<file path="config.mk">
export PLATFORM = sky130hd
export DESIGN_NAME = arp_cache_and_responder
export DESIGN_NICKNAME = d
export VERILOG_FILES = /design/src/arp_pkg.sv /design/src/arp_cache_and_responder.sv
export SDC_FILE = /design/constraint.sdc
export NUM_CORES = 1
export LEC_CHECK = 0
export ABC_AREA = 1
export BUFFER_PORTS_ARGS = -buffer_cell sky130_fd_sc_hd__buf_2
export CORE_MARGIN = 2
export CORE_UTILIZATION = 55
export DETAILED_ROUTE_END_ITERATION = 16
export PLACE_DENSITY_LB_ADDON = 0.05
export SETUP_SLACK_MARGIN = 0.5
export SYNTH_ARGS = -nofsm -noshare
export SYNTH_HDL_FRONTEND = slang
export SYNTH_SLANG_ARGS = --single-unit
</file>
<file path="constraint.sdc">
create_clock -name clk_i -period 9.31 [get_ports clk_i]
set_input_delay 1.862 -clock clk_i [delete_from_list [all_inputs] [get_ports clk_i]]
set_output_delay 1.862 -clock clk_i [all_outputs]
set_load 0.01 [all_outputs]
</file>
<file path="src/arp_pkg.sv">
// Shared types and constants of the ARP cache and responder.
package arp_pkg;

  localparam int unsigned IP_W    = 32;
  localparam int unsigned MAC_W   = 48;
  localparam int unsigned OP_W    = 16;
  localparam int unsigned KIND_W  = 3;
  localparam int unsigned CFG_W   = 48;
  // table entry: {pending, ip, mac}
  localparam int unsigned ENTRY_W = 1 + IP_W + MAC_W;

  typedef enum logic [KIND_W-1:0] {
    KIND_HIT      = 3'd0,
    KIND_MISS     = 3'd1,
    KIND_PENDING  = 3'd2,
    KIND_REPLY    = 3'd3,
    KIND_RESOLVED = 3'd4,
    KIND_ADDED    = 3'd5,
    KIND_FULL     = 3'd6,
    KIND_IGNORED  = 3'd7
  } kind_e;

  typedef enum logic [2:0] {
    ST_IDLE = 3'b001,
    ST_SCAN = 3'b010,
    ST_EMIT = 3'b100
  } state_e;

  localparam logic            REQ_LOOKUP    = 1'b0;
  localparam logic [OP_W-1:0] OP_ARP_REQUEST = 16'd1;
  localparam logic [OP_W-1:0] OP_ARP_REPLY   = 16'd2;

  localparam logic CFG_OWN_IP  = 1'b0;
  localparam logic CFG_OWN_MAC = 1'b1;

endpackage

</file>
<file path="src/arp_cache_and_responder.sv">
// ARP cache and responder: IPv4-to-MAC table with lookup and ARP packet handling.
//
// Input channel (in_valid_i / in_stall_o) carries either a lookup from the IP
// layer (req_type 0) or the fields of a received ARP packet (req_type 1).
// Each input transfer yields exactly one result transfer on the output channel
// (out_valid_o / out_stall_i): hit, miss with broadcast request, pending,
// reply to send, resolved, added, table full, or ignored.
// The table lives in one synchronous memory; valid entries always fill from
// slot 0 upwards, so a fill count replaces per-entry valid bits.
// Lookups and ARP replies scan the filled entries one read per cycle and stop
// at the first hit; ARP requests and unknown opcodes skip the scan.
// One item is handled at a time; in_stall_o is low only while idle. The
// output register lets a new item be taken while a result still waits.
// If the receiver stalls, the finished result of the next item is held until
// the output register drains, and the table write happens at that point.
// Reset empties the table and clears own_ip. own_mac writes are accepted but
// have no effect on any result. Configuration is written with cfg_we_i.
module arp_cache_and_responder #(
  parameter int unsigned TABLE_ENTRIES = 16
) (
  input  logic                      clk_i,
  input  logic                      rst_ni,
  input  logic                      cfg_we_i,
  input  logic                      cfg_idx_i,
  input  logic [arp_pkg::CFG_W-1:0] cfg_wdata_i,
  input  logic                      in_valid_i,
  output logic                      in_stall_o,
  input  logic                      req_type_i,
  input  logic [arp_pkg::IP_W-1:0]  query_ip_i,
  input  logic [arp_pkg::OP_W-1:0]  arp_opcode_i,
  input  logic [arp_pkg::IP_W-1:0]  sender_ip_i,
  input  logic [arp_pkg::MAC_W-1:0] sender_mac_i,
  input  logic [arp_pkg::IP_W-1:0]  target_ip_i,
  output logic                      out_valid_o,
  input  logic                      out_stall_i,
  output logic [arp_pkg::KIND_W-1:0] result_kind_o,
  output logic [arp_pkg::IP_W-1:0]  result_ip_o,
  output logic [arp_pkg::MAC_W-1:0] result_mac_o
);
  import arp_pkg::*;

  localparam int unsigned IDX_W = (TABLE_ENTRIES > 1) ? $clog2(TABLE_ENTRIES) : 1;
  localparam int unsigned CNT_W = $clog2(TABLE_ENTRIES + 1);
  localparam logic [CNT_W-1:0] FULL_CNT = CNT_W'(TABLE_ENTRIES);

  state_e              state_q, state_d;
  logic [CNT_W-1:0]    fill_q, fill_d;
  logic [CNT_W-1:0]    rd_idx_q, rd_idx_d;
  logic                cmp_vld_q, cmp_vld_d;
  logic [IDX_W-1:0]    cmp_idx_q;
  logic [IP_W-1:0]     own_ip_q;

  logic                is_lookup_q, is_lookup_d;
  logic [IP_W-1:0]     key_q, key_d;
  logic [MAC_W-1:0]    mac_q, mac_d;

  kind_e               res_kind_q, res_kind_d;
  logic [IP_W-1:0]     res_ip_q, res_ip_d;
  logic [MAC_W-1:0]    res_mac_q, res_mac_d;
  logic                wr_en_q, wr_en_d;
  logic                fill_inc_q, fill_inc_d;
  logic [IDX_W-1:0]    wr_addr_q, wr_addr_d;
  logic [ENTRY_W-1:0]  wr_data_q, wr_data_d;

  logic                out_valid_q;
  kind_e               out_kind_q;
  logic [IP_W-1:0]     out_ip_q;
  logic [MAC_W-1:0]    out_mac_q;

  logic [ENTRY_W-1:0]  mem_q [TABLE_ENTRIES];
  logic [ENTRY_W-1:0]  rd_data_q;

  logic in_fire, emit_fire, hit, more;
  logic                rd_pending;
  logic [IP_W-1:0]     rd_ip;
  logic [MAC_W-1:0]    rd_mac;

  assign in_stall_o    = (state_q != ST_IDLE);
  assign in_fire       = in_valid_i && (state_q == ST_IDLE);
  assign emit_fire     = (state_q == ST_EMIT) && (!out_valid_q || !out_stall_i);

  assign rd_pending = rd_data_q[ENTRY_W-1];
  assign rd_ip      = rd_data_q[MAC_W +: IP_W];
  assign rd_mac     = rd_data_q[MAC_W-1:0];
  assign hit        = cmp_vld_q && (rd_ip == key_q);
  assign more       = (rd_idx_q != fill_q);

  always_comb begin
    state_d     = state_q;
    fill_d      = fill_q;
    rd_idx_d    = rd_idx_q;
    cmp_vld_d   = 1'b0;
    is_lookup_d = is_lookup_q;
    key_d       = key_q;
    mac_d       = mac_q;
    res_kind_d  = res_kind_q;
    res_ip_d    = res_ip_q;
    res_mac_d   = res_mac_q;
    wr_en_d     = wr_en_q;
    fill_inc_d  = fill_inc_q;
    wr_addr_d   = wr_addr_q;
    wr_data_d   = wr_data_q;

    unique case (state_q)
      ST_IDLE: begin
        if (in_fire) begin
          is_lookup_d = (req_type_i == REQ_LOOKUP);
          key_d       = (req_type_i == REQ_LOOKUP) ? query_ip_i : sender_ip_i;
          mac_d       = sender_mac_i;
          wr_en_d     = 1'b0;
          fill_inc_d  = 1'b0;
          rd_idx_d    = '0;
          if (req_type_i == REQ_LOOKUP || arp_opcode_i == OP_ARP_REPLY) begin
            state_d = ST_SCAN;
          end else begin
            state_d = ST_EMIT;
            if (arp_opcode_i == OP_ARP_REQUEST && target_ip_i == own_ip_q) begin
              res_kind_d = KIND_REPLY;
              res_ip_d   = sender_ip_i;
              res_mac_d  = sender_mac_i;
            end else begin
              res_kind_d = KIND_IGNORED;
              res_ip_d   = '0;
              res_mac_d  = '0;
            end
          end
        end
      end
      ST_SCAN: begin
        // one read issued per cycle, compare on the data read the cycle before
        cmp_vld_d = more;
        rd_idx_d  = rd_idx_q + CNT_W'(more);
        res_ip_d  = key_q;
        if (hit) begin
          state_d = ST_EMIT;
          if (is_lookup_q) begin
            res_kind_d = rd_pending ? KIND_PENDING : KIND_HIT;
            res_mac_d  = rd_pending ? '0 : rd_mac;
          end else begin
            res_kind_d = KIND_RESOLVED;
            res_mac_d  = mac_q;
            wr_en_d    = 1'b1;
            wr_addr_d  = cmp_idx_q;
            wr_data_d  = {1'b0, key_q, mac_q};
          end
        end else if (!more) begin
          state_d   = ST_EMIT;
          wr_addr_d = fill_q[IDX_W-1:0];
          if (fill_q == FULL_CNT) begin
            res_kind_d = KIND_FULL;
            res_mac_d  = '0;
          end else if (is_lookup_q) begin
            res_kind_d = KIND_MISS;
            res_mac_d  = '0;
            wr_en_d    = 1'b1;
            fill_inc_d = 1'b1;
            wr_data_d  = {1'b1, key_q, {MAC_W{1'b0}}};
          end else begin
            res_kind_d = KIND_ADDED;
            res_mac_d  = mac_q;
            wr_en_d    = 1'b1;
            fill_inc_d = 1'b1;
            wr_data_d  = {1'b0, key_q, mac_q};
          end
        end
      end
      ST_EMIT: begin
        if (emit_fire) begin
          state_d = ST_IDLE;
          fill_d  = fill_q + CNT_W'(fill_inc_q);
        end
      end
      default: state_d = ST_IDLE;
    endcase
  end

  always_ff @(posedge clk_i or negedge rst_ni) begin
    if (!rst_ni) begin
      state_q     <= ST_IDLE;
      fill_q      <= '0;
      rd_idx_q    <= '0;
      cmp_vld_q   <= 1'b0;
      own_ip_q    <= '0;
      out_valid_q <= 1'b0;
      wr_en_q     <= 1'b0;
      fill_inc_q  <= 1'b0;
    end else begin
      state_q     <= state_d;
      fill_q      <= fill_d;
      rd_idx_q    <= rd_idx_d;
      cmp_vld_q   <= cmp_vld_d;
      wr_en_q     <= wr_en_d;
      fill_inc_q  <= fill_inc_d;
      out_valid_q <= emit_fire || (out_valid_q && out_stall_i);
      // own_mac only sources outgoing frames, which are built elsewhere
      if (cfg_we_i && cfg_idx_i == CFG_OWN_IP) begin
        own_ip_q <= cfg_wdata_i[IP_W-1:0];
      end
    end
  end

  always_ff @(posedge clk_i) begin
    cmp_idx_q   <= rd_idx_q[IDX_W-1:0];
    is_lookup_q <= is_lookup_d;
    key_q       <= key_d;
    mac_q       <= mac_d;
    res_kind_q  <= res_kind_d;
    res_ip_q    <= res_ip_d;
    res_mac_q   <= res_mac_d;
    wr_addr_q   <= wr_addr_d;
    wr_data_q   <= wr_data_d;
    if (emit_fire) begin
      out_kind_q <= res_kind_q;
      out_ip_q   <= res_ip_q;
      out_mac_q  <= res_mac_q;
    end
  end

  // table memory, one write and one registered read per cycle
  always_ff @(posedge clk_i) begin
    if (emit_fire && wr_en_q) begin
      mem_q[wr_addr_q] <= wr_data_q;
    end
    rd_data_q <= mem_q[rd_idx_q[IDX_W-1:0]];
  end

  assign out_valid_o   = out_valid_q;
  assign result_kind_o = out_kind_q;
  assign result_ip_o   = out_ip_q;
  assign result_mac_o  = out_mac_q;

endmodule
</file>
==> impl_metrics.tcl, run 1 <==
set metrics [dict create \
    status "finished clean" \
    start_kind "input port" \
    p_clk_share_pct 33.2 \
    grt_overflow 0 \
    cts_htree_levels 4 \
    setup_viol 0 \
    fill_cells 9382 \
    grt_usage_pct 28.6 \
    fin_crit_ns 4.95 \
    seqPwrFrac_pct 45.9 \
    layout-drive-gt1-share_pct 13.4 \
    grt_pass1_wl_mm 264 \
    p_sw_mw 6.36 \
    synthTopCellsByArea "edfxtp_1 71%, nor2_1 3.7%, mux2i_1 3.6%, o221ai_1 3.2%, nand2_1 2.8%" \
    final-hold-violation-count 0 \
    swShare_pct 30.5 \
    finClkSkew_ns 0.0279 \
    io_buffers 283 \
    reg2regPathDepth 12 \
    post_cts_resized 0 \
    worst_pin_slew_ns 1.18 \
    worstHoldPathType "flop to flop" \
    grt_pass1_vias 39300 \
    netlist_instances 4829 \
    design_area_sq_um 77000 \
    async_flop_share_pct 2.78 \
    multiInputGateArea_sq_um 14800 \
    internal_power_mw 14.5 \
    dpl.hpwl_mm 102 \
    final_cells 6850 \
    yosysTopAreaCellShare_pct 71.3 \
    vdd_drop_max_mv 0.223 \
    netlist_area_sq_um 68600 \
    maxCapViolations 0 \
    numCtsBuffers 176 \
    finalCritPeriodShare_pct 53.1 \
    wl_mm 183 \
    clock_latency_ns 0.81 \
    cts.sinks 1762 \
    start_util_pct 55.5 \
    die_x_microns 357 \
    synth_flop_cell "edfxtp_1" \
    r2r_start "rd_idx_q[2]" \
    critPathKind "input port to flop" \
    cts_hold_buf 0 \
    worstPathArrival_ns 5.38 \
    die_h_microns 357 \
    end_kind "flop" \
    fin_tns_setup_ns 0 \
    yosys_warnings 0 \
    routedWlPerCell_microns 26.7 \
    max_freq_mhz 202 \
    finalMaxSlewViolations 0 \
    crit_required_ns 9.75 \
    core_sq_um 124000 \
    holdWs_ns 0.415 \
    ctsLongestPathBuffers 3 \
    cts_root_buf "clkbuf_16" \
    r2r-end "wr_data_q[45]" \
    regArea_sq_um 51800 \
    die-area_sq_um 128000 \
    row_count 129 \
    ys_seq_elements 1762 \
    drc 0 \
    yosysUniqueCellTypes 48 \
    syn2layout_area_growth_pct 12.3 \
    slew_headroom_pct 21.3 \
    pwr-share-comb_pct 20.9 \
    synth-seq-area-share_pct 75.6 \
    cts_tree "done" \
    clk_pin_slew_worst_paths_ns 0.06 \
    cts_setup_buffers 0 \
    yosysTopAreaCell "edfxtp_1" \
    hold_depth 0 \
    route.vias.total 41100 \
    avgSynthCellArea_sq_um 14.2 \
    dp_cells 6514 \
    vias_per_cell 6.00 \
    first_pass_iters 8 \
    worstPathMaxFanout 34 \
    syn_nets 5048 \
    final_nets 5274 \
    rsz0062_at_grt "false" \
    power_per_cell_area_nw_per_um2 270 \
    grt_max_degree 231 \
    r2r_setup_slack_ns 4.83 \
    ant_nets 0 \
    holdCritStartpoint "res_ip_q[20]" \
    leakage_nw 26.3 \
    drt_iter0_markers 4737 \
    synth_edf_count 1628 \
    io_pins 300 \
    gp_congestion 0.914 \
    antenna_found_initial 17 \
    placed_area_sq_um 71300 \
    worstHoldEndpoint "result_ip_o[20]" \
]
-- cell usage after synthesis, drive strengths merged, types with 3 or more instances --
library cell and n:
edfxtp 1628, nor2 680, nand2 507, o21ai 399, mux2i 247, o221ai 247, nand3 187, clkbuf 182
inv 173, buf 119, dfxtp 85, dfrtp 48, o21bai 48, o211ai 46, o32ai 46, nor3 43
o22ai 38, a21oi 28, mux2 16, xnor2 12, xor2 12, nand4 9, ha 4, o2111ai 4
and2 3, clkinv 3, nor4 3, or2 3
-- layout by cell type, fill, tap and decap left out, drive strengths merged --
master / n
a211oi: 1
nor4b: 1
o32ai: 46
edfxtp: 1628
clkinv: 67
dfxtp: 85
o21bai: 48
or2: 3
o221ai: 247
a21oi: 28
nand3: 187
nand2: 507
clkinvlp: 1
dfstp: 1
mux2: 16
o211ai: 46
nor4: 3
xnor2: 12
nor2: 680
mux2i: 247
inv: 180
nand4: 9
bufinv: 11
clkbuf: 244
buf: 349
nand3b: 1
dfrtp: 48
o31ai: 1
o22ai: 38
nor3b: 2
diode: 9
o21ai: 399
and2: 3
ha: 4
nor3: 43
xor2: 12
o2111ai: 4
and3: 2
-- power by group through the flow --
stage	combinational (mW)	sequential [mW]	clock [mW]
after floorplan	3.11	9.56	0
after global placement	4.29	9.71	0
after detailed placement	4.32	9.70	0
after CTS	4.35	9.56	7.00
after global routing	4.75	9.59	7.32
final	4.36	9.56	6.91
-- flip-flops by register name, indices dropped and copies added (netlist names), 32 cells and up --
register and count:
wr_data_q 81, result_ip_o 32, result_mac_o 48, res_ip_q 32, key_q 32, mem_q 1296
res_mac_q 48, mac_q 48, own_ip_q 32, rd_data_q 81
-- worst max-delay path: stages --
cell      delay [ns]
buf_2           0.55
clkinv_1        1.05
a21oi_1         0.53
nand2_1         0.08
nand2_1         0.07
inv_1           0.11
nor2_4          0.51
buf_4           0.55
-- stage by stage --
stage                     setup WS [ns]  power, mW  util (%)
after floorplan                   0.523       12.7         -
after global placement             3.57       14.0      57.7
after detailed placement           3.60       14.0      57.7
after CTS                          4.45       20.9      62.3
after global routing               4.14       21.7      62.3
final                              4.36       20.8      62.3
-- layer usage --
metal / up-vias / share of wire, % / GRT usage, %
met3: 299 / 7.1 / 4.60
met4: 12 / 3.3 / 9.98
met1: 20800 / 42 / 40.2
met5: - / 0.044 / 0
met2: 1570 / 48 / 45.7
li1: 18400 / - / -
-- final cells by class --
cell class	count	share of cell area, %
flip-flops and latches	1762	67.3
multi-input cells	2590	19.2
clock buffers	244	6.23
well taps	1637	2.66
repair buffers	349	2.64
clock inverters	83	1.10
inverters	176	0.877
diodes	9	0.0292
-- cell families after synthesis --
kind of cell | count (synthesis) | synth area share (%)
xor+xnor | 24 | 0.317
compound gates | 858 | 8.53
fa+ha+maj | 4 | 0.0730
flops | 1762 | 75.6
simple gates | 1441 | 8.47
mux | 263 | 3.87
buf+inv | 477 | 3.19
-- how the worst max path moves through the flow --
stage	startpoint	to	cells past startpoint
floorplan	out_stall_i	mem_q[0][0]	7
finish	req_type_i	res_mac_q[27]	8
global placement	req_type_i	res_mac_q[30]	8
global route	req_type_i	res_mac_q[24]	8
detailed placement	req_type_i	res_mac_q[27]	8
CTS	req_type_i	res_mac_q[27]	8
Power figures use the tool's default switching activity.
==> inputs of run 2 (changes only) <==
- CORE_UTILIZATION: 55 -> 60
- clock period: 9.31 -> 4.7 ns (I/O delays scaled with it)
==> run 2 against run 1 <==
  * Clock skew down 0.0023 ns
  * Sequential power up 100%
  * First-iteration DRC count down 0.74%
  * Hold slack worse by 0.27 ns
  * Global-route usage up 2.2 points
  * Via count up 0.70%
  * Die area down 8.2%
  * Non-clock buffer count up 14
==> impl_metrics.tcl, run 2 (synthesis results as in run 1) <==
set metrics [dict create \
    start_kind "flop" \
    numCtsBuffers 170 \
    post_cts_resized 0 \
    crit_required_ns 5.17 \
    cts_htree_levels 4 \
    largest_reg_flops 1296 \
    worstPathArrival_ns 3.76 \
    antenna_found_initial 21 \
    die_x_microns 342 \
    vdd_drop_max_mv 0.433 \
    start_util_pct 60.2 \
    finalPower_mw 41.4 \
    final_common_cell "edfxtp_1" \
    layout-drive-gt1-share_pct 13.8 \
    die-area_sq_um 117000 \
    first_pass_iters 6 \
    status "finished clean" \
    design_area_sq_um 77300 \
    swShare_pct 30.7 \
    pwr-share-comb_pct 20.7 \
    power_per_cell_area_nw_per_um2 536 \
    dpl.hpwl_mm 101 \
    top_regs "mem_q (1296), rd_data_q (81), wr_data_q (81)" \
    rsz0062_at_grt "false" \
    cts.sinks 1762 \
    seqPwrFrac_pct 46.4 \
    io_buffers 283 \
    clk_pin_slew_worst_paths_ns 0.06 \
    final_cells 6735 \
    clock_latency_ns 0.80 \
    finalMaxSlewViolations 0 \
    p_sw_mw 12.7 \
    syn2layout_area_growth_pct 12.7 \
    routedWlPerCell_microns 26.7 \
    io_pins 300 \
    crit_path_frequent_cell "nand2_1" \
    drt_iter0_markers 4702 \
    largest-register "mem_q" \
    internal_power_mw 28.7 \
    layout_common_cells "1628 x edfxtp_1, 654 x nor2_1, 506 x nand2_1" \
    max_freq_mhz 303 \
    maxCapViolations 0 \
    vias_per_cell 6.14 \
    dp_cells 6403 \
    slew_headroom_pct 24.5 \
    finClkSkew_ns 0.0255 \
    route.vias.total 41400 \
    grt_pass1_wl_mm 262 \
    die_h_microns 342 \
    setup_viol 0 \
    fin_tns_setup_ns 0 \
    worst_slack_ns 1.40 \
    cts_root_buf "clkbuf_16" \
    leakage_nw 26.4 \
    cpPeakStageDelay_ns 0.79 \
    row_count 124 \
    drc 0 \
    worstHoldPathType "input port to asynchronous set/reset pin" \
    finalCritPeriodShare_pct 70.2 \
    critPathKind "flop to flop" \
    cts_setup_buffers 0 \
    ant_nets 0 \
    post-place-ws_ns 1.22 \
    wl_mm 180 \
    grt_pass1_vias 39000 \
    grt_overflow 0 \
    worst_pin_slew_ns 1.13 \
    final_nets 5282 \
    placed_area_sq_um 71600 \
    crit_path_top_delay_cell "dfrtp_4" \
    cts_tree "done" \
    ctsLongestPathBuffers 3 \
    final-hold-violation-count 0 \
    gp_congestion 0.915 \
    p_clk_share_pct 32.9 \
    fin_crit_ns 3.30 \
    fill_cells 8000 \
    core_sq_um 114000 \
    cts_hold_buf 0 \
    end_kind "flop" \
    grt_max_degree 246 \
    critical-path-top-delay-family "simple AND/OR/NAND/NOR gates" \
    worst-path-buf-inv 2 \
    cp_cell_sequence "inv_4 -> nand2_1 -> nand2_1 -> nor2_1 -> nand2_1 -> nor3_2 -> nor2_2 -> nand2_1 -> nand2_1 -> nor2_4 -> buf_12" \
    grt_usage_pct 30.7 \
    worstPathMaxFanout 38 \
]
-- run 2: final timing paths --
| kind | end | cells past startpoint | slack, ns | start |
|---|---|---|---|---|
| max in group asynchronous | own_ip_q[5] | 2 | 3.74 | rst_ni |
| setup / recovery | res_mac_q[4] | 11 | 1.40 | rd_idx_q[2] |
| hold / removal | own_ip_q[25] | 1 | 0.14 | rst_ni |
| setup reg to reg | res_mac_q[4] | 11 | 1.40 | rd_idx_q[2] |
| min in group clk_i | mac_q[25] | 1 | 0.34 | sender_mac_i[25] |
| hold reg to reg | result_ip_o[3] | 0 | 0.41 | res_ip_q[3] |
-- run 2: area by class of cell --
cell class / count / area (sq um) / share of cell area, %
Timing Repair Buffer: 363 / 2440 / 3.16
Sequential cell: 1762 / 51800 / 67.0
Inverter: 176 / 678 / 0.877
Clock inverter: 61 / 746 / 0.965
Multi-Input combinational cell: 2590 / 14800 / 19.1
Clock buffer: 259 / 4910 / 6.35
Tap cell: 1512 / 1890 / 2.45
Antenna cell: 12 / 30.0 / 0.0388
-- run 2: metal layers --
| metal | global-route usage (%) | vias to the layer above | share of wire, % |
|---|---|---|---|
| met5 | 0 | - | 0.067 |
| met4 | 10.2 | 16 | 3.2 |
| met3 | 5.15 | 313 | 8.2 |
| met1 | 44.2 | 20800 | 41 |
| li1 | - | 18400 | - |
| met2 | 48.4 | 1829 | 48 |
-- run 2: power by group through the flow --
stage	logic, mW	clock network, mW	registers, mW
after global routing	9.34	14.4	19.2
after global placement	8.41	0	19.5
after CTS	8.54	13.8	19.2
final	8.57	13.6	19.2
after detailed placement	8.49	0	19.5
after floorplan	6.18	0	18.9
-- run 2: worst reg2reg max path, stage by stage, from the launching register on --
cell and delay, ns:
dfrtp_4 0.79, inv_4 0.38, nand2_1 0.14, nand2_1 0.06, nor2_1 0.08, nand2_1 0.06, nor3_2 0.20, nor2_2 0.11
nand2_1 0.14, nand2_1 0.12, nor2_4 0.55, buf_12 0.31
-- run 2: metrics by stage --
stage	utilization (%)	hold slack [ns]
finish	67.9	0.144
global route	67.9	0.162
CTS	67.9	0.128
detailed placement	62.9	0.405
global placement	62.9	0.403
floorplan	-	0.342
